$ cat config.mk
export PLATFORM = sky130hd
export DESIGN_NAME = tbb_lane
export DESIGN_NICKNAME = d
export VERILOG_FILES = /design/src/design/tbb_pkg.sv /design/src/design/tbb_lane.sv
export SDC_FILE = /design/constraint.sdc
export NUM_CORES = 2
export LEC_CHECK = 0
export ABC_AREA = 1
export BUFFER_PORTS_ARGS = -buffer_cell sky130_fd_sc_hd__buf_2
export CORE_MARGIN = 3
export CORE_UTILIZATION = 35
export CTS_CLUSTER_DIAMETER = 80
export CTS_CLUSTER_SIZE = 14
export DETAILED_ROUTE_END_ITERATION = 7
export PLACE_DENSITY_LB_ADDON = 0.1
export SLEW_MARGIN = 20
export SYNTH_ARGS = -nofsm -noshare
export SYNTH_HDL_FRONTEND = slang
export SYNTH_SLANG_ARGS = --single-unit
$ cat constraint.sdc
create_clock -name i_clk -period 9.05 [get_ports i_clk]
set_input_delay 1.3575 -clock i_clk [delete_from_list [all_inputs] [get_ports i_clk]]
set_output_delay 1.3575 -clock i_clk [all_outputs]
set_load 0.005 [all_outputs]
$ cat src/design/tbb_pkg.sv
// ----------------------------------------------------------------------------
// tbb_pkg: shared types and constants for the transformed bounding box
// coordinate format, coefficient row layout, register map and lane control
// ----------------------------------------------------------------------------
package tbb_pkg;

    localparam int COORD_WIDTH = 16;
    localparam int FRAC_BITS   = 8;
    localparam int COEF_WIDTH  = 16;
    localparam int NUM_COEF    = 4;
    localparam int ROW_WIDTH   = COEF_WIDTH * NUM_COEF;
    localparam int PROD_WIDTH  = COORD_WIDTH + COEF_WIDTH;
    localparam int ACC_WIDTH   = PROD_WIDTH + 2;
    localparam int NUM_LANES   = 3;

    localparam int PADDR_WIDTH = 5;
    localparam int REG_IDX_LSB = 3;
    localparam int PDATA_WIDTH = ROW_WIDTH;

    typedef logic signed [COORD_WIDTH-1:0] t_coord;
    typedef logic signed [COEF_WIDTH-1:0]  t_coef;
    typedef logic signed [PROD_WIDTH-1:0]  t_prod;
    typedef logic signed [ACC_WIDTH-1:0]   t_acc;
    typedef logic [ROW_WIDTH-1:0]          t_row;

    localparam t_coord COORD_MAX = {1'b0, {(COORD_WIDTH-1){1'b1}}};
    localparam t_coord COORD_MIN = {1'b1, {(COORD_WIDTH-1){1'b0}}};
    localparam t_acc   ROUND_HALF = t_acc'((64'd1 << FRAC_BITS) >> 1);

    typedef enum logic [PADDR_WIDTH-REG_IDX_LSB-1:0] {
        REG_ROW_X = 2'd0,
        REG_ROW_Y = 2'd1,
        REG_ROW_Z = 2'd2
    } t_reg_idx;

    localparam t_row ROW_X_RESET = t_row'(64'd256);
    localparam t_row ROW_Y_RESET = t_row'(64'd16777216);
    localparam t_row ROW_Z_RESET = t_row'(64'd1099511627776);

    typedef struct packed {
        logic adv;
        logic s2_valid;
        logic s2_last;
    } t_lane_ctl;

    function automatic t_coef coef_of(t_row row, int k);
        coef_of = t_coef'(row[k*COEF_WIDTH +: COEF_WIDTH]);
    endfunction

    function automatic t_coord saturate(t_acc v);
        if (v > t_acc'(COORD_MAX)) begin
            saturate = COORD_MAX;
        end else if (v < t_acc'(COORD_MIN)) begin
            saturate = COORD_MIN;
        end else begin
            saturate = t_coord'(v);
        end
    endfunction

endpackage

$ cat src/design/tbb_lane.sv
// ----------------------------------------------------------------------------
// tbb_lane: one output axis
// multiply stage, sum round and saturate stage, running min and max tracker
// ----------------------------------------------------------------------------
module tbb_lane (
    input  logic                i_clk,
    input  logic                i_rst_n,
    input  tbb_pkg::t_lane_ctl  i_ctl,
    input  tbb_pkg::t_row       i_row,
    input  tbb_pkg::t_coord     i_x,
    input  tbb_pkg::t_coord     i_y,
    input  tbb_pkg::t_coord     i_z,
    output tbb_pkg::t_coord     o_low,
    output tbb_pkg::t_coord     o_high
);
    import tbb_pkg::*;

    t_prod  r_p0;
    t_prod  r_p1;
    t_prod  r_p2;
    t_coord r_coord;
    t_coord r_low;
    t_coord r_high;
    t_acc   w_sum;
    t_acc   w_shift;
    t_coord w_low;
    t_coord w_high;

    // stage 1: products
    always_ff @(posedge i_clk) begin
        if (i_ctl.adv) begin
            r_p0 <= t_prod'(coef_of(i_row, 0)) * t_prod'(i_x);
            r_p1 <= t_prod'(coef_of(i_row, 1)) * t_prod'(i_y);
            r_p2 <= t_prod'(coef_of(i_row, 2)) * t_prod'(i_z);
        end
    end

    // stage 2: sum with translation, round-half-up shift, saturate
    assign w_sum = t_acc'(r_p0) + t_acc'(r_p1) + t_acc'(r_p2)
                 + (t_acc'(coef_of(i_row, 3)) <<< FRAC_BITS) + ROUND_HALF;
    assign w_shift = w_sum >>> FRAC_BITS;

    always_ff @(posedge i_clk) begin
        if (i_ctl.adv) begin
            r_coord <= saturate(w_shift);
        end
    end

    // tracker including the item in stage 2
    assign w_low  = (r_coord < r_low)  ? r_coord : r_low;
    assign w_high = (r_coord > r_high) ? r_coord : r_high;

    always_ff @(posedge i_clk) begin
        if (!i_rst_n) begin
            r_low  <= COORD_MAX;
            r_high <= COORD_MIN;
        end else if (i_ctl.adv && i_ctl.s2_valid) begin
            if (i_ctl.s2_last) begin
                r_low  <= COORD_MAX;
                r_high <= COORD_MIN;
            end else begin
                r_low  <= w_low;
                r_high <= w_high;
            end
        end
    end

    assign o_low  = w_low;
    assign o_high = w_high;

endmodule

# [Word level (Yosys, flattened, before mapping)]
# Index checks and enable logic that the tools add are counted.
[classes] eq_ne=0 div=0 n_lt_le_gt_ge=4 shifts=0 n_addsub=4 reduce_logical=1 n_mul=3 mux=5 bitwise_logic=0
[op_table] operator="multiplier 16 x 16 -> 32 bit" count=3
[op_table] operator="two-way mux 16 bit" count=5
[op_table] operator="adder 33 x 32 -> 34 bit" count=1
[op_table] operator="adder 34 x 24 -> 34 bit" count=1
[op_table] operator="adder 34 x 9 -> 34 bit (second input constant)" count=1
[op_table] operator="adder 32 x 32 -> 33 bit" count=1
[op_table] operator="greater-than comparator 26 x 16 -> 1 bit (second input constant)" count=1
[op_table] operator="less-than comparator 26 x 16 -> 1 bit (second input constant)" count=1
[op_table] operator="greater-than comparator 16 bit" count=1
[op_table] operator="less-than comparator 16 bit" count=1
[op_table] operator="logical AND 1 bit" count=1
[totals] romBits=0 memories=0 register_bits=144 latchBits=0 out_inout_bits=32 ramBits=0

# [Logic depth before layout (Yosys ltp)]
[depth] word_depth=6 mapped_depth=26 mapped_depth_nobuf=24

# [Worst setup path before layout]
# OpenSTA, ideal clock, no wires.
[synth_timing] path_type="input -> register" start="in i_z[5]" end="reg r_p2[29], data pin" required_ns=8.791 path_buffers=2 arrival_time_ns=6.612 setup_ns=0.259 setup_slack_ns=2.179 stages=21 path_cell_list="clkbuf_1 -> clkbuf_1 -> nand2_1 -> fa_1 -> inv_1 -> fa_1 -> fa_1 -> fa_1 -> fa_1 -> inv_1 -> fa_1 -> inv_1 -> ha_1 -> nand2_1 -> nor4_1 -> nand3_1 -> nand3_1 -> nand2_1 -> nand2_1 -> a31oi_1 -> xnor2_1"
[synth_between] elab_chain_cells=1
[synth_lines] item="from (decl)" line="tbb_lane.sv:12" rtl="input tbb_pkg::t_coord i_z,"
[synth_lines] item="multiplier 16 x 16 -> 32 bit" line="tbb_lane.sv:34" rtl="r_p2 <= t_prod'(coef_of(i_row, 2)) * t_prod'(i_z);"
[synth_lines] item="to (signal assigned)" line="tbb_lane.sv:34"
[synth_lines] item="to (decl)" line="tbb_lane.sv:20" rtl="t_prod r_p2;"
# Every way passes these cells.
# A chain may end at the register's enable or synchronous reset.

# [Worst setup path after layout]
[layout_timing] start="in i_z[1]" end="reg r_p2[28], data pin"
# The elaborated chain is that of the path after synthesis.

==> out/metrics.csv <==
stage,metric,value,unit
status,outcome,"finished, final reports clean",
grt,track_usage,0.184,
route,routed_wirelength,105000,um
yosys,ys_seq_area_frac,0.100,
die,die_area,119000,um2
cts,cts_htree_levels,4,
sta,slew-limit-headroom,0.439,
sta,grt_setup_unrepaired,no,
finish,area.sequential,4000,um2
sta,finalCritPeriodShare,0.776,
place,place_congestion,0.850,
sta,setup_viol,0,
setup_path,critPathLaunchType,input port,
yosys,synth_area,40100,um2
sta,slew_violations,0,
route,vias_per_cell,4.52,
setup_path,cp.required,9.33,ns
sta,hold_violations,0,
cts,cts_resized,0,
die,core-area,113000,um2
grt,grt_first_pass_wirelength,171000,um
finish,diodes,0,
grt,first_global_vias,31000,
die,initial_core_util,0.355,
setup_path,crit_type,input port to flip-flop,
setup_path,endpoint_kind,flip-flop,
cts,clk_latency,0.45,ns
route,wl_per_cell,16.3,um
grt,grt_max_degree,60,
sta,skew,0.0110,ns
yosys,ys_seq_elements,144,
finish,nFillCells,12000,
cts,hold_buffers,0,
sta,max_freq,0.142,GHz
die,die_h,344,um
setup_path,r2r_slack,5.11,ns
finish,synthToLayoutAreaGrowth,6.15,%
yosys,synth_cells,4956,
sta,finalSetupTns,0,ns
cts,cts_buffers,17,
route,first_iter_violations,1395,
setup_path,cp_max_fo,16,
place,dp_hpwl,89400,um
cts,clk_pin_slew,0.07,ns
finish,final_nets,6208,
finish,multiInputGateArea,29500,um2
yosys,yosys_warnings,0,
place,io_buffers,148,
worst_hold_path,hp-class,flip-flop to flip-flop,
die,rows,123,
setup_path,arrival,7.31,ns
route,route.detailed.drc,0,
route,ant_nets,0,
sta,whs,0.466,ns
cts,clock_path_buffers,2,
yosys,synth_edf_count,112,
yosys,yosys.cell_types.count,46,
route,dr.pass1.iters,5,
cts,root_buffer,clkbuf_16,
route,vias,29100,
grt,overflow,0,
sta,worstMarginPinSlew,0.842,ns
die,ios,149,
yosys,async_flop_share,0,
sta,fin_crit,7.03,ns
yosys,synthesis.nets,6229,
yosys,avgSynthCellArea,8.08,um2
cts,cts.sinks,144,
cts,cts_tree,built,
job,maxCapViolCount,0,
die,fp.dieW,344,um
finish,drive_gt1_frac,0.0439,
cts,postCtsSetupBuffers,0,
yosys,synth_ff_type,edfxtp_1,
grt,antenna_found_initial,3,
-- flip-flops by register name, indices dropped and copies added, names as in the netlist --
signal / flops
r_p0: 32
r_p1: 32
r_p2: 32
r_coord: 16
r_high: 16
r_low: 16
-- metrics by stage --
stage / setup WS [ns] / area, um2 / utilization / cells
3_3_place_gp: 1.61 / 42000 / 0.371 / 6416
6_report: 2.02 / 42500 / 0.376 / 6448
3_5_place_dp: 1.58 / 42000 / 0.371 / 6416
5_1_grt: 1.64 / 42500 / 0.376 / 6448
4_1_cts: 2.05 / 42500 / 0.376 / 6448
2_1_floorplan: 2.18 / 40100 / - / 4956
-- kinds of logic after synthesis --
group / count (synthesis) / share of synthesized area
buf+inv: 1731 / 0.163
simple gates: 1494 / 0.149
fa+ha+maj: 1156 / 0.519
compound gates: 300 / 0.0409
flops: 144 / 0.100
xor+xnor: 131 / 0.0288
-- synth_stat cells, drive strengths merged, types with 55 or more instances --
library cell     n  area, um2
inv           1538       5770
fa             842      16900
xor2            76        666
nand3           78        395
ha             314       3930
o21ai           80        400
clkbuf         184        691
xnor2           55        489
nand2         1203       4530
edfxtp         112       3360
nor2           125        492
a21oi          165        826
-- cells in the final DEF (no fill, tap or decap), drive strengths merged, types with 3 or more instances in the layout --
cell type / synthesis / final
clkinvlp: 0 / 3
nor4: 4 / 4
a21boi: 5 / 5
dfxtp: 32 / 32
buf: 7 / 151
inv: 1538 / 1546
or2: 12 / 12
and3: 3 / 3
a31oi: 11 / 11
nand2: 1203 / 1203
xor2: 76 / 76
ha: 314 / 314
a21oi: 165 / 165
clkinv: 2 / 5
and2: 17 / 17
edfxtp: 112 / 112
nor3: 17 / 17
nor2: 125 / 125
nand3: 78 / 78
fa: 842 / 842
o21ai: 80 / 80
a21o: 14 / 14
nand3b: 3 / 3
clkbuf: 184 / 18
nand4: 32 / 32
o21bai: 12 / 12
xnor2: 55 / 55
-- path summary, 6_finish.rpt --
check,startpoint,endpoint,cells past startpoint
setup reg to reg,r_p1[8],r_coord[13],17
setup / recovery,i_z[1],r_p2[28],19
hold / removal,r_high[9],r_high[9],2
hold reg to reg,r_high[9],r_high[9],2
-- layer usage --
layer | vias up | global-route usage | wire length [um]
met5 | - | 0 | 27
met1 | 14600 | 0.262 | 49900
li1 | 14100 | - | -
met3 | 61 | 0.0186 | 3290
met4 | 4 | 0.0200 | 874
met2 | 414 | 0.314 | 50800
-- critical path, cell delays in order --
cell	delay (ns)
buf_2	0.33
nand2_1	0.16
inv_1	0.14
fa_1	0.55
fa_1	0.90
fa_1	0.53
fa_1	0.50
fa_1	0.50
inv_1	0.05
fa_1	0.47
inv_1	0.04
ha_1	0.37
a21oi_1	0.26
o21ai_0	0.12
a21oi_1	0.19
nand3_1	0.22
a21o_1	0.25
a21oi_1	0.16
xor2_1	0.21
-- final cells by class --
type | count | share of cell area
clock inverters | 14 | 0.00294
clock buffers | 18 | 0.0101
multi-input cells | 3081 | 0.695
well taps | 1500 | 0.0441
inverters | 1540 | 0.136
flip-flops and latches | 144 | 0.0942
repair buffers | 151 | 0.0180
Power is not shown: default switching activity piles up to over one toggle a cycle in this logic, so the estimate is an artifact.
