[config.mk]
export PLATFORM = sky130hd
export DESIGN_NAME = tbb_merge
export DESIGN_NICKNAME = d
export VERILOG_FILES = /design/src/design/tbb_pkg.sv /design/src/design/tbb_merge.sv
export SDC_FILE = /design/constraint.sdc
export NUM_CORES = 1
export LEC_CHECK = 0
export BUFFER_PORTS_ARGS = -buffer_cell sky130_fd_sc_hd__buf_2
export CAP_MARGIN = 20
export CORE_MARGIN = 8
export CORE_UTILIZATION = 30
export CTS_BUF_LIST = sky130_fd_sc_hd__clkbuf_16
export CTS_CLUSTER_SIZE = 25
export DETAILED_ROUTE_END_ITERATION = 8
export HOLD_SLACK_MARGIN = 0.08
export PLACE_DENSITY = 0.59
export RECOVER_POWER = 25
export SLEW_MARGIN = 20
export SYNTH_ARGS = -nofsm -noshare
export SYNTH_HDL_FRONTEND = slang
export SYNTH_SLANG_ARGS = --single-unit
[constraint.sdc]
create_clock -name i_clk -period 1.7 [get_ports i_clk]
set_clock_uncertainty 0.05 [all_clocks]
set_input_delay 0.255 -clock i_clk [delete_from_list [all_inputs] [get_ports i_clk]]
set_output_delay 0.255 -clock i_clk [all_outputs]
set_load 0.02 [all_outputs]
[src/design/tbb_pkg.sv]
// ----------------------------------------------------------------------------
// tbb_pkg: shared types and constants for the transformed bounding box
// coordinate format, coefficient row layout, register map and lane control
// ----------------------------------------------------------------------------
package tbb_pkg;

    localparam int COORD_WIDTH = 16;
    localparam int FRAC_BITS   = 8;
    localparam int COEF_WIDTH  = 16;
    localparam int NUM_COEF    = 4;
    localparam int ROW_WIDTH   = COEF_WIDTH * NUM_COEF;
    localparam int PROD_WIDTH  = COORD_WIDTH + COEF_WIDTH;
    localparam int ACC_WIDTH   = PROD_WIDTH + 2;
    localparam int NUM_LANES   = 3;

    localparam int PADDR_WIDTH = 5;
    localparam int REG_IDX_LSB = 3;
    localparam int PDATA_WIDTH = ROW_WIDTH;

    typedef logic signed [COORD_WIDTH-1:0] t_coord;
    typedef logic signed [COEF_WIDTH-1:0]  t_coef;
    typedef logic signed [PROD_WIDTH-1:0]  t_prod;
    typedef logic signed [ACC_WIDTH-1:0]   t_acc;
    typedef logic [ROW_WIDTH-1:0]          t_row;

    localparam t_coord COORD_MAX = {1'b0, {(COORD_WIDTH-1){1'b1}}};
    localparam t_coord COORD_MIN = {1'b1, {(COORD_WIDTH-1){1'b0}}};
    localparam t_acc   ROUND_HALF = t_acc'((64'd1 << FRAC_BITS) >> 1);

    typedef enum logic [PADDR_WIDTH-REG_IDX_LSB-1:0] {
        REG_ROW_X = 2'd0,
        REG_ROW_Y = 2'd1,
        REG_ROW_Z = 2'd2
    } t_reg_idx;

    localparam t_row ROW_X_RESET = t_row'(64'd256);
    localparam t_row ROW_Y_RESET = t_row'(64'd16777216);
    localparam t_row ROW_Z_RESET = t_row'(64'd1099511627776);

    typedef struct packed {
        logic adv;
        logic s2_valid;
        logic s2_last;
    } t_lane_ctl;

    function automatic t_coef coef_of(t_row row, int k);
        coef_of = t_coef'(row[k*COEF_WIDTH +: COEF_WIDTH]);
    endfunction

    function automatic t_coord saturate(t_acc v);
        if (v > t_acc'(COORD_MAX)) begin
            saturate = COORD_MAX;
        end else if (v < t_acc'(COORD_MIN)) begin
            saturate = COORD_MIN;
        end else begin
            saturate = t_coord'(v);
        end
    endfunction

endpackage

[src/design/tbb_merge.sv]
// ----------------------------------------------------------------------------
// tbb_merge: result register
// gathers the bounds of all lanes into one output item
// ----------------------------------------------------------------------------
module tbb_merge (
    input  logic                                        i_clk,
    input  logic                                        i_rst_n,
    input  tbb_pkg::t_lane_ctl                          i_ctl,
    input  tbb_pkg::t_coord [tbb_pkg::NUM_LANES-1:0]    i_low,
    input  tbb_pkg::t_coord [tbb_pkg::NUM_LANES-1:0]    i_high,
    input  logic                                        i_out_ready,
    output logic                                        o_out_valid,
    output logic                                        o_full,
    output tbb_pkg::t_coord [tbb_pkg::NUM_LANES-1:0]    o_low,
    output tbb_pkg::t_coord [tbb_pkg::NUM_LANES-1:0]    o_high
);
    import tbb_pkg::*;

    logic                      r_valid;
    t_coord [NUM_LANES-1:0]    r_low;
    t_coord [NUM_LANES-1:0]    r_high;
    logic                      w_load;

    assign w_load = i_ctl.adv && i_ctl.s2_valid && i_ctl.s2_last;

    always_ff @(posedge i_clk) begin
        if (!i_rst_n) begin
            r_valid <= 1'b0;
        end else if (w_load) begin
            r_valid <= 1'b1;
        end else if (i_out_ready) begin
            r_valid <= 1'b0;
        end
    end

    always_ff @(posedge i_clk) begin
        if (w_load) begin
            r_low  <= i_low;
            r_high <= i_high;
        end
    end

    assign o_out_valid = r_valid;
    assign o_full      = r_valid && !i_out_ready;
    assign o_low       = r_low;
    assign o_high      = r_high;

endmodule
; ---- Yosys cells after proc, flatten, opt, wreduce, memory -nomap -nowiden
; Cells that the tools add are included.
[totals]
register_bits = 97
out_inout_bits = 98
input_bits = 102
[op_classes]
n_mux = 2
reduce_logical = 5
[ops]
columns = cell, n
row1 = 1-bit logical AND, 3
row2 = 1-bit 2-to-1 mux, 2
row3 = 2-bit nonzero test, 1
row4 = 1-bit zero test, 1

; ---- Logic depth before layout (Yosys ltp)
[depth]
depth_word = 3
ltp_mapped = 2

; ---- Least setup slack after synthesis
; No wires, ideal clock.
[synth_timing]
path_type = input -> register
startpoint = in i_ctl[2] (netlist bit)
endpoint = reg r_high (netlist bit o_high[0]) (enable)
path_slack_ns = 0.193
setup_time_ns = 0.388
path_buffers = 0
cell_stages = 1
arrival_time_ns = 1.069
t_required_ns = 1.262
cell_sequence = and3_4
[synth_between]
elab_chain_len = 2
[synth_lines]
columns = element, line
row1 = start: declaration, tbb_merge.sv:8  ; input tbb_pkg::t_lane_ctl i_ctl,
row2 = 1-bit logical AND (2 in series), tbb_merge.sv:24  ; assign w_load = i_ctl.adv && i_ctl.s2_valid && i_ctl.s2_last;
row3 = end signal: assignment, tbb_merge.sv:39  ; r_high <= i_high;
row4 = end: declaration, tbb_merge.sv:21  ; t_coord [NUM_LANES-1:0] r_high;
; No other way between the ends.
; A chain may end at the register's enable or synchronous reset.

; ---- Worst setup path after layout
[layout_timing]
startpoint = in i_ctl[2] (netlist bit)
endpoint = reg r_high (netlist bit o_high[36]) (enable)
[layout_between]
elab_chain_len = 2
[layout_lines]
columns = element, line
row1 = 1-bit logical AND (2 in series), tbb_merge.sv:24
row2 = via w_load, tbb_merge.sv:22  ; logic w_load;
; The timed path passes the listed nets, and every way through them passes these cells.

==> reports/qor.json <==
{
  "outcome": "finished, final reports clean",
  "first_global_vias": 2482,
  "rsz_0062_raised_after_global_routing": "false",
  "synthDominantCellAreaShare_pct": 98.5,
  "drt_first_pass_iters": 4,
  "root_buffer": "sky130_fd_sc_hd__clkbuf_16",
  "max_clock_buf_depth": 2,
  "drtAntennaViolNets": 0,
  "detail_route.wl_per_cell_um": 17.0,
  "synthesis.yosys.warnings": 0,
  "min_period_ps": 1390,
  "maximum_single_stage_delay_on_the_critical_path_ps": 730,
  "io_buffer_count": 199,
  "reg2reg_to": "o_out_valid",
  "cp_arrival_ps": 1370,
  "finalNetCount": 512,
  "setup_tns_ps": 0,
  "ys_seq_elements": 97,
  "die_x_um": 115,
  "synth-main-ff-cell": "sky130_fd_sc_hd__edfxtp_1",
  "slowest_stage_cell_cp": "sky130_fd_sc_hd__and3_1",
  "grt.total_usage_pct": 14.2,
  "synth.most_common_cell": "sky130_fd_sc_hd__edfxtp_1",
  "worst_setup_hold_path_clk_slew_ps": 60,
  "achievable-frequency_ghz": 0.719,
  "ratio_of_final_minimum_period_to_clock_period_pct": 81.9,
  "finish.utilization_pct": 56.2,
  "r2r.worst_path.cells": 2,
  "synth.cell_area_um2": 2930,
  "final_max_slew_viol_count": 0,
  "global_route.overflow_total": 0,
  "global_route_wire_length_before_repair_um": 13800,
  "timing_worst_slew_pin_value_ps": 871,
  "hpwl_um": 6230,
  "path_delay_family": "simple AND/OR/NAND/NOR gates",
  "synth_async_sr_flop_share_pct": 0,
  "holdCritPathClass": "primary input to flop",
  "worstSkewPairLatency_ps": 320,
  "cp.buffers_inverters": 2,
  "initial_antenna_violation_count": 1,
  "crit_fanout": 33,
  "ir_drop_v": 0.000568,
  "synthTopCellsByArea": "sky130_fd_sc_hd__edfxtp_1 98%, sky130_fd_sc_hd__dfxtp_1 0.68%, sky130_fd_sc_hd__and3_4 0.38%, sky130_fd_sc_hd__o21a_1 0.26%, sky130_fd_sc_hd__nor2b_1 0.21%",
  "crit_path_cell_chain": "buf_2 > and3_1 > buf_12",
  "pin_count_of_the_biggest_net_entering_global_routing": 34,
  "clock_sinks": 97,
  "postSynthAreaPerCell_um2": 29.3,
  "fin_ws_ps": 309,
  "synthDominantAreaCellType": "sky130_fd_sc_hd__edfxtp_1",
  "combined_area_of_the_multi_input_logic_cells_um2": 20.0,
  "hold_viol": 0,
  "die_area_um2": 13200,
  "timing_worst_setup_path_type": "primary input to flop",
  "tritoncts.num_buffers": 9,
  "timing.hold.worst_endpoint": "o_out_valid",
  "timing.critical_path.required_ps": 1670,
  "cts.htree.levels": 3,
  "dr_total_vias": 2146,
  "synthDistinctLibCells": 5,
  "final-setup-viol-count": 0,
  "initialDrtViolationCount": 97,
  "floorplan_die_height_um": 115,
  "r2r_setup_slack_ps": 930,
  "tritoncts": "built",
  "leakage_nw": 2.27,
  "reg_to_reg_critical_path_startpoint": "o_out_valid",
  "min_delay_path_depth": 3,
  "worst_setup_path_start_kind": "primary input",
  "place_ws_ps": 381,
  "place.gp.congestion": 0.697,
  "post_cts.repair.setup_buffers": 0,
  "slew_headroom_pct": 42.0,
  "max_cap_viol_count": 0,
  "fp-row-count": 36,
  "ff_latch_area_um2": 2900,
  "p_per_area_nw_per_um2": 1000,
  "synth_cells": 100,
  "core_um2": 9640,
  "mapped_nets": 202,
  "synthTopCellsByCount": "96 x sky130_fd_sc_hd__edfxtp_1, 1 x sky130_fd_sc_hd__and3_4, 1 x sky130_fd_sc_hd__dfxtp_1, 1 x sky130_fd_sc_hd__nor2b_1, 1 x sky130_fd_sc_hd__o21a_1",
  "totalWireLength_um": 9290,
  "fraction_of_final_layout_cells_sized_beyond_drive_strength_1_pct": 52.1,
  "vias_per_cell": 3.92,
  "hold_path_startpoint": "i_out_ready",
  "initial_utilization_pct": 30.4,
  "synth-edff-count": 96,
  "drc": 0,
  "num-fill-cells": 766,
  "end_kind": "flop",
  "num_io_pins": 200,
  "synth_sequential_area_ratio_pct": 99.1,
  "syn2layout_area_growth_pct": 85.0
}
[how the worst max path moves through the flow]
stage / start / to / slack, ps / cells past startpoint
final: i_ctl[2] / o_high[36] / 310 / 3
after global routing: i_ctl[2] / o_high[22] / 250 / 3
after CTS: o_out_valid / o_full / 390 / 2
after detailed placement: i_ctl[2] / o_low[6] / 380 / 3
after global placement: i_ctl[2] / o_high[22] / 390 / 3
after floorplan: i_ctl[2] / o_high[0] / 190 / 1
[sequential cells by signal, indices dropped and copies added, names as in the netlist]
signal	cells
o_out_valid	1
o_low	48
o_high	48
[per-stage QoR]
stage / cell area [um^2] / instances / power, W / hold slack, ps
finish: 5420 / 547 / 0.00542 / 225
global route: 5420 / 547 / 0.00562 / 222
global placement: 4150 / 435 / 0.00324 / 381
CTS: 5420 / 546 / 0.00546 / 187
detailed placement: 4150 / 435 / 0.00325 / 383
floorplan: 2930 / 100 / 0.00301 / 304
[tightest hold or removal path, delay by kind of cell]
kind                   cells  cell delay [ps]
and+or+nand+nor            1               50
AOI/OAI and AO/OA          1              160
buffers and inverters      1               80
[area by class of cell]
cell class	instances	share of cell area, %
Sequential cell	97	53.6
Timing Repair Buffer	299	37.4
Clock buffer	9	4.16
Tap cell	133	3.07
Clock inverter	5	1.36
Multi-Input combinational cell	3	0.370
Antenna cell	1	0.0462
[kinds of logic after synthesis]
group | share of synthesized area [%]
compound gates | 0.257
simple gates | 0.598
flops | 99.1
[placed cells by master, fill, tap and decap left out]
master,netlist,routed
sky130_fd_sc_hd__buf_2,0,199
sky130_fd_sc_hd__dlygate4sd3_1,0,97
sky130_fd_sc_hd__edfxtp_1,96,96
sky130_fd_sc_hd__clkbuf_16,0,9
sky130_fd_sc_hd__buf_12,0,3
sky130_fd_sc_hd__bufinv_16,0,2
sky130_fd_sc_hd__clkinv_2,0,2
sky130_fd_sc_hd__diode_2,0,1
sky130_fd_sc_hd__and3_1,0,1
sky130_fd_sc_hd__nor2b_1,1,1
sky130_fd_sc_hd__o21a_1,1,1
sky130_fd_sc_hd__inv_1,0,1
sky130_fd_sc_hd__dfxtp_1,1,1
[timing repair]
| action | CTS | global route |
|---|---|---|
| hold endpoints to repair | 97 | 0 |
| gates resized for setup | 0 | 0 |
| hold buffers | 97 | 0 |
[metal layers]
| layer | up-vias | share of wire [%] | GRT usage, % |
|---|---|---|---|
| met5 | - | 0 | 0 |
| met4 | 0 | 0.86 | 4.99 |
| met3 | 6 | 12 | 8.14 |
| met2 | 114 | 52 | 24.9 |
| met1 | 1000 | 35 | 13.5 |
| li1 | 1026 | - | - |
[where the power goes]
group	leakage, nW	internal, W	total, W	switching [W]
Sequential	0.890	0.00275	0.00278	0.0000273
Combinational	1.23	0.000307	0.000599	0.000292
Clock	0.152	0.00126	0.00204	0.000781
Note: power is estimated with default switching activity, not from simulation.
