File: config.mk
export PLATFORM = sky130hd
export DESIGN_NAME = tbb_cfg
export DESIGN_NICKNAME = d
export VERILOG_FILES = /design/src/design/tbb_pkg.sv /design/src/design/tbb_cfg.sv
export SDC_FILE = /design/constraint.sdc
export NUM_CORES = 1
export LEC_CHECK = 0
export ABC_CLOCK_PERIOD_IN_PS = 2009
export BUFFER_PORTS_ARGS = -buffer_cell sky130_fd_sc_hd__clkbuf_2
export CELL_PAD_IN_SITES_DETAIL_PLACEMENT = 0
export CELL_PAD_IN_SITES_GLOBAL_PLACEMENT = 1
export CORE_ASPECT_RATIO = 1.75
export CORE_MARGIN = 10
export CORE_UTILIZATION = 35
export DETAILED_ROUTE_END_ITERATION = 16
export PLACE_DENSITY_LB_ADDON = 0.08
export SYNTH_ARGS = -nofsm -noshare
export SYNTH_HDL_FRONTEND = slang
export SYNTH_SLANG_ARGS = --single-unit
File: constraint.sdc
create_clock -name i_clk -period 2.01 [get_ports i_clk]
set_input_delay 0.201 -clock i_clk [delete_from_list [all_inputs] [get_ports i_clk]]
set_output_delay 0.201 -clock i_clk [all_outputs]
set_load 0.005 [all_outputs]
File: src/design/tbb_pkg.sv
// ----------------------------------------------------------------------------
// tbb_pkg: shared types and constants for the transformed bounding box
// coordinate format, coefficient row layout, register map and lane control
// ----------------------------------------------------------------------------
package tbb_pkg;

    localparam int COORD_WIDTH = 16;
    localparam int FRAC_BITS   = 8;
    localparam int COEF_WIDTH  = 16;
    localparam int NUM_COEF    = 4;
    localparam int ROW_WIDTH   = COEF_WIDTH * NUM_COEF;
    localparam int PROD_WIDTH  = COORD_WIDTH + COEF_WIDTH;
    localparam int ACC_WIDTH   = PROD_WIDTH + 2;
    localparam int NUM_LANES   = 3;

    localparam int PADDR_WIDTH = 5;
    localparam int REG_IDX_LSB = 3;
    localparam int PDATA_WIDTH = ROW_WIDTH;

    typedef logic signed [COORD_WIDTH-1:0] t_coord;
    typedef logic signed [COEF_WIDTH-1:0]  t_coef;
    typedef logic signed [PROD_WIDTH-1:0]  t_prod;
    typedef logic signed [ACC_WIDTH-1:0]   t_acc;
    typedef logic [ROW_WIDTH-1:0]          t_row;

    localparam t_coord COORD_MAX = {1'b0, {(COORD_WIDTH-1){1'b1}}};
    localparam t_coord COORD_MIN = {1'b1, {(COORD_WIDTH-1){1'b0}}};
    localparam t_acc   ROUND_HALF = t_acc'((64'd1 << FRAC_BITS) >> 1);

    typedef enum logic [PADDR_WIDTH-REG_IDX_LSB-1:0] {
        REG_ROW_X = 2'd0,
        REG_ROW_Y = 2'd1,
        REG_ROW_Z = 2'd2
    } t_reg_idx;

    localparam t_row ROW_X_RESET = t_row'(64'd256);
    localparam t_row ROW_Y_RESET = t_row'(64'd16777216);
    localparam t_row ROW_Z_RESET = t_row'(64'd1099511627776);

    typedef struct packed {
        logic adv;
        logic s2_valid;
        logic s2_last;
    } t_lane_ctl;

    function automatic t_coef coef_of(t_row row, int k);
        coef_of = t_coef'(row[k*COEF_WIDTH +: COEF_WIDTH]);
    endfunction

    function automatic t_coord saturate(t_acc v);
        if (v > t_acc'(COORD_MAX)) begin
            saturate = COORD_MAX;
        end else if (v < t_acc'(COORD_MIN)) begin
            saturate = COORD_MIN;
        end else begin
            saturate = t_coord'(v);
        end
    endfunction

endpackage

File: src/design/tbb_cfg.sv
// ----------------------------------------------------------------------------
// tbb_cfg: matrix row registers
// apb write and read access to the three affine rows
// ----------------------------------------------------------------------------
module tbb_cfg (
    input  logic                                i_clk,
    input  logic                                i_rst_n,
    input  logic                                psel,
    input  logic                                penable,
    input  logic                                pwrite,
    input  logic [tbb_pkg::PADDR_WIDTH-1:0]     paddr,
    input  logic [tbb_pkg::PDATA_WIDTH-1:0]     pwdata,
    output logic [tbb_pkg::PDATA_WIDTH-1:0]     prdata,
    output logic                                pready,
    output tbb_pkg::t_row                       o_row_x,
    output tbb_pkg::t_row                       o_row_y,
    output tbb_pkg::t_row                       o_row_z
);
    import tbb_pkg::*;

    t_row     r_row_x;
    t_row     r_row_y;
    t_row     r_row_z;
    t_reg_idx w_idx;
    logic     w_wr;

    assign pready = 1'b1;
    assign w_idx  = t_reg_idx'(paddr[PADDR_WIDTH-1:REG_IDX_LSB]);
    assign w_wr   = psel && penable && pwrite && pready;

    always_ff @(posedge i_clk) begin
        if (!i_rst_n) begin
            r_row_x <= ROW_X_RESET;
            r_row_y <= ROW_Y_RESET;
            r_row_z <= ROW_Z_RESET;
        end else if (w_wr) begin
            case (w_idx)
                REG_ROW_X: r_row_x <= pwdata;
                REG_ROW_Y: r_row_y <= pwdata;
                REG_ROW_Z: r_row_z <= pwdata;
                default: ;
            endcase
        end
    end

    always_comb begin
        case (w_idx)
            REG_ROW_X: prdata = r_row_x;
            REG_ROW_Y: prdata = r_row_y;
            REG_ROW_Z: prdata = r_row_z;
            default:   prdata = '0;
        endcase
    end

    assign o_row_x = r_row_x;
    assign o_row_y = r_row_y;
    assign o_row_z = r_row_z;

endmodule

# Word level (Yosys, flattened, before mapping)
# Cells that the tools add are included.
[totals]
n_memories = 0
inputBits = 74
reg_bits = 192
mem_bits_ro = 0
mem_bits_rw = 0
latchBits = 0
wordCells = 12
[classes]
div = 0
magnitude_cmp = 0
n_mul = 0
n_eq_ne = 2
mux = 1
n_shift = 0
add_sub_neg = 0
bitwise_logic = 0
reduce_logical = 6
[ops]
columns = ["operator", "n"]
rows = [
  ["$pmux 64 s3", 1],
  ["$reduce_and 2->1", 3],
  ["$eq 2x1->1 const B", 1],
  ["$eq 2x2->1 const B", 1],
  ["$logic_and 1x1->1", 2],
  ["$logic_not 2->1", 1],
]

# Longest topological paths before layout
# Gate-level depths: netlist (run 1).
[logic_depth]
word_depth = 3
mapped_depth = 5
ltp_nobuf = 3

# Worst setup path before layout (run 1)
# OpenSTA, ideal clock, no wires.
[synth_timing]
kind = "in2out"
start = "input paddr[4] (netlist name)"
end = "output prdata[22] (netlist name)"
setup_slack_ps = 840
path_stages = 5
arrival_ps = 969
required_ps = 1809
path_cell_list = "nor2b_1 buf_2 clkbuf_1 nand2_1 o21ai_0"
[synth_via]
elab_chain_cells = 2
[synth_lines]
columns = ["element", "line", "text"]
rows = [
  ["from (decl)", "tbb_cfg.sv:11", "input logic [tbb_pkg::PADDR_WIDTH-1:0] paddr,"],
  ["$eq 2x2->1, or another cell as far along", "tbb_cfg.sv:47", "case (w_idx)"],
  ["$pmux 64 s3 *", "tbb_cfg.sv:47", ""],
  ["to (decl)", "tbb_cfg.sv:13", "output logic [tbb_pkg::PDATA_WIDTH-1:0] prdata,"],
]
# Every way passes the cells marked *; elsewhere a longest branch is shown, timed or not.

# Worst setup path in the final report (run 1)
[layout_timing]
start = "input paddr[4] (netlist name)"
end = "output prdata[1] (netlist name)"
# Same word-level chain as after synthesis.

==> results of run 1 <==
sequential cells by signal, summed over array words and instances (netlist names):
name     count
o_row_y     64
o_row_z     64
o_row_x     64
through the flow:
step           power [mW]  setup WS (ns)  hold slack, ns
2_1_floorplan       4.311         0.8398          0.3625
3_3_place_gp        4.579         0.3431          0.4584
3_5_place_dp        4.583         0.3434          0.4630
4_1_cts             8.200         0.3370         0.01656
5_1_grt             8.392         0.2102         0.03919
6_report            8.076         0.3760         0.04122
report_power, final:
| part | switching, mW | total, mW | internal (mW) |
|---|---|---|---|
| combinational | 0.350 | 0.585 | 0.235 |
| clock | 1.45 | 3.59 | 2.15 |
| sequential | 0.0441 | 3.90 | 3.85 |
| total | 1.84 | 8.08 | 6.23 |
metal layers:
layer  global-route usage, %  part of all wire [%]  vias up  wire (um)
met5                       0                     0        -          0
met4                   6.314                   2.3        0        660
met3                   4.873                   6.7       30       1904
met2                   32.02                    52      205      14950
met1                   19.74                    39     3421      11010
li1                        -                     -     3634          -
logic make-up after synthesis:
group	Yosys count	share of synthesized area, %
simple gates	329	15.01
compound gates	65	3.878
other cells	1	0.04436
buf+inv	73	5.403
flops	192	45.47
mux	255	30.20
synthesized netlist by cell type (all sizes together):
library cell	count	area, um2
and2	1	6.260
and3	1	6.260
buf	40	332.8
clkbuf	32	120.1
conb	1	3.750
dfxtp	192	3844
inv	1	3.750
mux2i	255	2552
nand2	317	1190
nand3	2	10.01
nand3b	1	7.510
nor2b	5	31.28
nor3	1	5.000
nor3b	1	12.51
o211ai	1	7.510
o21ai	64	320.3
area by class of cell:
cell class | instances | area, um2 | area share [%]
diodes | 1 | 2.502 | 0.02282
clock buffers | 22 | 464.2 | 4.234
clock inverters | 10 | 158.9 | 1.449
inverters | 1 | 3.754 | 0.03423
multi-input cells | 650 | 4168 | 38.01
flip-flops and latches | 192 | 3844 | 35.06
well taps | 308 | 385.4 | 3.515
repair buffers | 347 | 1938 | 17.68
cells in the final DEF, fill, tap and decap left out, drive strengths merged:
master	count
and2	1
and3	1
buf	22
bufinv	4
clkbuf	347
clkinv	4
clkinvlp	2
conb	1
dfxtp	192
diode	1
inv	1
mux2i	255
nand2	317
nand3	2
nand3b	1
nor2b	5
nor3	1
nor3b	1
o211ai	1
o21ai	64
path summary, 6_finish.rpt:
| path | cells after the start | start | slack [ns] | endpoint |
|---|---|---|---|---|
| max | 6 | paddr[4] | 0.38 | prdata[1] |
| min reg2reg | 2 | o_row_x[39] | 0.47 | o_row_x[39] |
| min | 3 | pwdata[8] | 0.04 | o_row_y[8] |
| max reg2reg | 2 | o_row_y[14] | 1.34 | o_row_y[14] |
worst max-delay path: stages:
cell and delay (ns):
clkbuf_2 0.27, nor2b_4 0.25, buf_4 0.33, nand2_1 0.08
o21ai_0 0.11, clkbuf_2 0.16
==> results.md, run 1 <==
- Final Cycle Share: 81.30%
- Final core occ: 45.82%
- Cell Pwr Density: 736.6 mW/mm2
- Global route overflow: 0
- Fin. max-slew vios: 0
- Post-CTS resize count: 0
- Nets: 1283
- Cell area after synthesis: 0.008453 mm2
- Ys Warns: 0
- Clk sink count: about 190
- Post-DR vias/cell: around 4.8
- Finished Cell Area: 0.01096 mm2
- WP data arrival: 1.43 ns
- Die X: approximately 140 um
- Vias: ~7300
- Vias in the first global route: between 7000 and 8000
- Final Hold Fails: 0
- Gpl congestion: 0.7555
- Row Count: 75
- Sequential fraction of the synthesis area: 45.47%
- Skew final: 0 ns
- Syn-to-layout area delta: 29.71%
- Kind of critical path: input port to primary output
- Synth Instances: 915
- Core Area: 0.02393 mm2
- H-tree levels: 4
- Setup bufs post-CTS: 0
- Outcome: complete, no violations
- Worst path required time: 1.81 ns
- Post-route ant nets: 0
- Pin count of the biggest net entering global routing: 56
- Hold Path Class: input port to flop
- Worst-path maximum fanout: 24
- Hold-fix buffers at CTS: 0
- Pre-antenna DRT Iters: 4
- Non-Filler Instances: 1531
- Static Leakage: between 5 and 6 nW
- Clk slew on worst S/H paths: 0.07 ns
- Max Buffers Root-to-Sink: 2
- Max VDD drop: roughly 0.48 mV
- Fin Setup TNS: 0 ns
- Max_cap viols: 0
- Overall Global Routing Usage: roughly 18%
- Clock root buffer: clkbuf_16
- Port buffer count: 326
- Unique masters post-synth: 19
- Ratio of cells with drive above 1 in the final layout: 31.10%
- WL/cell: 18.63 um
- Setup crit start kind: input port
- Syn nets: 989
- DP Area: 0.01034 mm2
- Fin crit period: 1.634 ns
- Post-Route WL: 28.53 mm
- #FFs+latches synth: 192
- Die Height: 225.6 um
- CTS tree: done
- Initial Util: 35.33%
- # fillers: 2487
- Final setup fails: 0
- 1st-iter DRT viols: around 350
- First-pass GRT wire length: 43.21 mm
- Syn Area/Cell: between 9 and 10 um2
- Post-placement cell count: 1498
- CP endpoint kind: primary output
- Top Ports: 331
- DP HPWL: about 21 mm
- Initial antenna violation count: 0
- Fmax achieved: 612.0 MHz
- DR DRC count: 0
- TritonCTS buffer count: 17
- Clock latency on the worst-skew pair: 0.43 ns
- Die ar.: ~0.031 mm2
- Unrepaired setup endpoints after global routing: false
Power figures use the tool's default switching activity.
==> run 2: changes to the inputs <==
Settings changed: ABC_CLOCK_PERIOD_IN_PS 2009 to 1300, CORE_UTILIZATION 35 to 32.
Clock period 2.01 ns to 1.3 ns, I/O delays scaled along.
==> results.md, run 2 (synthesized netlist as in run 1, its figures left out) <==
- Max_cap viols: 0 (unchanged)
- Post-DR vias/cell: 4.644 (-2.5%)
- Worst-path maximum fanout: 3 (-88%)
- Ratio of cells with drive above 1 in the final layout: 43.90% (+13 points)
- Clock latency on the worst-skew pair: 0.43 ns (about the same)
- CP max stage delay: 0.34 ns (about the same)
- First-pass GRT wire length: 47.88 mm (+11%)
- Clk sink count: 192 (unchanged)
- WL/cell: 18.29 um (-1.9%)
- RR Endpoint: o_row_y[25]
- Most common cell after layout, fill and taps aside: nand2_1
- Hold path start: pwdata[27]
- DR DRC count: 0 (unchanged)
- DP Area: 0.01089 mm2 (+5.3%)
- Clk slew on worst S/H paths: 0.07 ns (about the same)
- Max VDD drop: 0.7810 mV (+62%)
- Vias in the first global route: 8209 (+11%)
- Fin Setup TNS: 0 ns (unchanged)
- Setup crit start kind: flop
- Hold Crit Endpoint: o_row_y[27]
- H-tree levels: 4 (unchanged)
- Unrepaired setup endpoints after global routing: true
- Pre-antenna DRT Iters: 4 (unchanged)
- Max Buffers Root-to-Sink: 2 (unchanged)
- Static Leakage: 5.993 nW (+18%)
- Finished Cell Area: 0.01274 mm2 (+16%)
- Final setup fails: 0 (unchanged)
- Crit-path cells: mux2i_1 > o21ai_1 > buf_2
- Critical path's top delay family: flip-flops
- Post-route ant nets: 0 (unchanged)
- Post-Route WL: 31.05 mm (+8.8%)
- Top Ports: 331 (unchanged)
- Core Area: 0.02596 mm2 (+8.5%)
- Flop2flop setup slack: 0.58 ns (-0.76 ns)
- Initial antenna violation count: 0 (unchanged)
- Cell Pwr Density: 1004 mW/mm2 (+36%)
- Die ar.: 0.03357 mm2 (+8.3%)
- Most frequent cells in the layout: nand2_1, clkbuf_2, mux2i_1
- Fmax achieved: 771.4 MHz
- Hold Crit Depth: 3 (unchanged)
- CTS tree: done
- Skew final: 0 ns (unchanged)
- Syn-to-layout area delta: 50.67%
- Vias: 7886 (+8.2%)
- Reg2reg start: o_row_y[25]
- Clock root buffer: clkbuf_16
- Die Height: 235.0 um (+4.2%)
- Worst path required time: 1.17 ns (-0.64 ns)
- Fin crit period: 1.296 ns
- Row Count: 78 (+4.0%)
- Final core occ: 49.06% (+3.2 points)
- Pin count of the biggest net entering global routing: 39 (-30%)
- Global route overflow: 0 (unchanged)
- Gpl congestion: 0.7521 (-0.45%)
- Final worst slack: 0.003713 ns (-0.3723 ns)
- WP data arrival: 1.17 ns (-0.26 ns)
- Outcome: complete, no violations
- Die X: 142.9 um (+3.9%)
- TritonCTS buffer count: 17 (unchanged)
- Fin. max-slew vios: 0 (unchanged)
- Final Cycle Share: 99.71%
- Path depth of the worst reg2reg path: 3 (+1)
- Nets: 1439 (+12%)
- Port buffer count: 326 (unchanged)
- Antenna cells: 0 (-1)
- CP endpoint kind: primary output
- DP HPWL: 23.20 mm (+11%)
- Overall Global Routing Usage: 18.19% (+0.21 points)
- Hold slack: 0.02497 ns (-0.01625 ns)
- Buf+Inv Stages, Crit Path: 1 (-2)
- Kind of critical path: flop to primary output
- CP max stage cell: dfxtp_2
- Setup WS pre-CTS: -0.01011 ns (-0.3535 ns)
- Hold Path Class: input port to flop
- Initial Util: 32.56% (-2.8 points)
- Final Hold Fails: 0 (unchanged)
- 1st-iter DRT viols: 347 (-1.1%)
## run 2: report_power, final
part / switching [mW] / internal (mW) / total [mW]
clock network: 2.34 / 3.19 / 5.53
registers: 0.0654 / 5.96 / 6.02
logic: 0.629 / 0.610 / 1.24
total: 3.03 / 9.76 / 12.8
## run 2: what timing repair did
item / in CTS / in global routing
endpoints found under the hold margin: 182 / 0
pin swaps: 4 / 12
resized for setup: 139 / 98
setup buffers: 17 / 31
gates cloned: 0 / 1
endpoints found under the setup margin: 63 / 64
hold buffers: 62 / 0
## run 2: how the worst max path moves through the flow
stage               depth (start not counted)           to        start  slack (ns)
floorplan                                   5  o_row_x[58]     paddr[4]        0.23
global placement                            6   prdata[52]     paddr[3]      -0.006
detailed placement                          6   prdata[52]     paddr[3]       -0.01
CTS                                         3   prdata[25]  o_row_y[25]       -0.04
global route                                3   prdata[33]  o_row_x[33]       -0.07
finish                                      3   prdata[33]  o_row_x[33]       0.004
## run 2: metal layers
| layer | part of all wire (%) | global-route usage [%] |
|---|---|---|
| met1 | 40 | 19.47 |
| met2 | 53 | 33.67 |
| met3 | 5.5 | 4.661 |
| met4 | 1.8 | 5.416 |
| met5 | 0 | 0 |
## run 2: worst reg2reg max path: cells and delay by family, from the launching register on
kind          cells  cell delay, ns
flops             1            0.35
mux               1            0.11
simple gates      1            0.05
buf+inv           1            0.14
## run 2: area by class of cell
cell class / instances / area, um2
clock buffers: 20 / 466.7
clock inverters: 12 / 158.9
fillers: 2549 / 13220
inverters: 1 / 3.754
multi-input cells: 650 / 4195
flip-flops and latches: 192 / 4008
well taps: 320 / 400.4
repair buffers: 503 / 3503
## run 2: through the flow
stage | total power [mW] | std cells
global placement | 7.192 | 1555
floorplan | 6.665 | 915
CTS | 12.95 | 1666
detailed placement | 7.194 | 1555
global route | 13.30 | 1698
finish | 12.79 | 1698
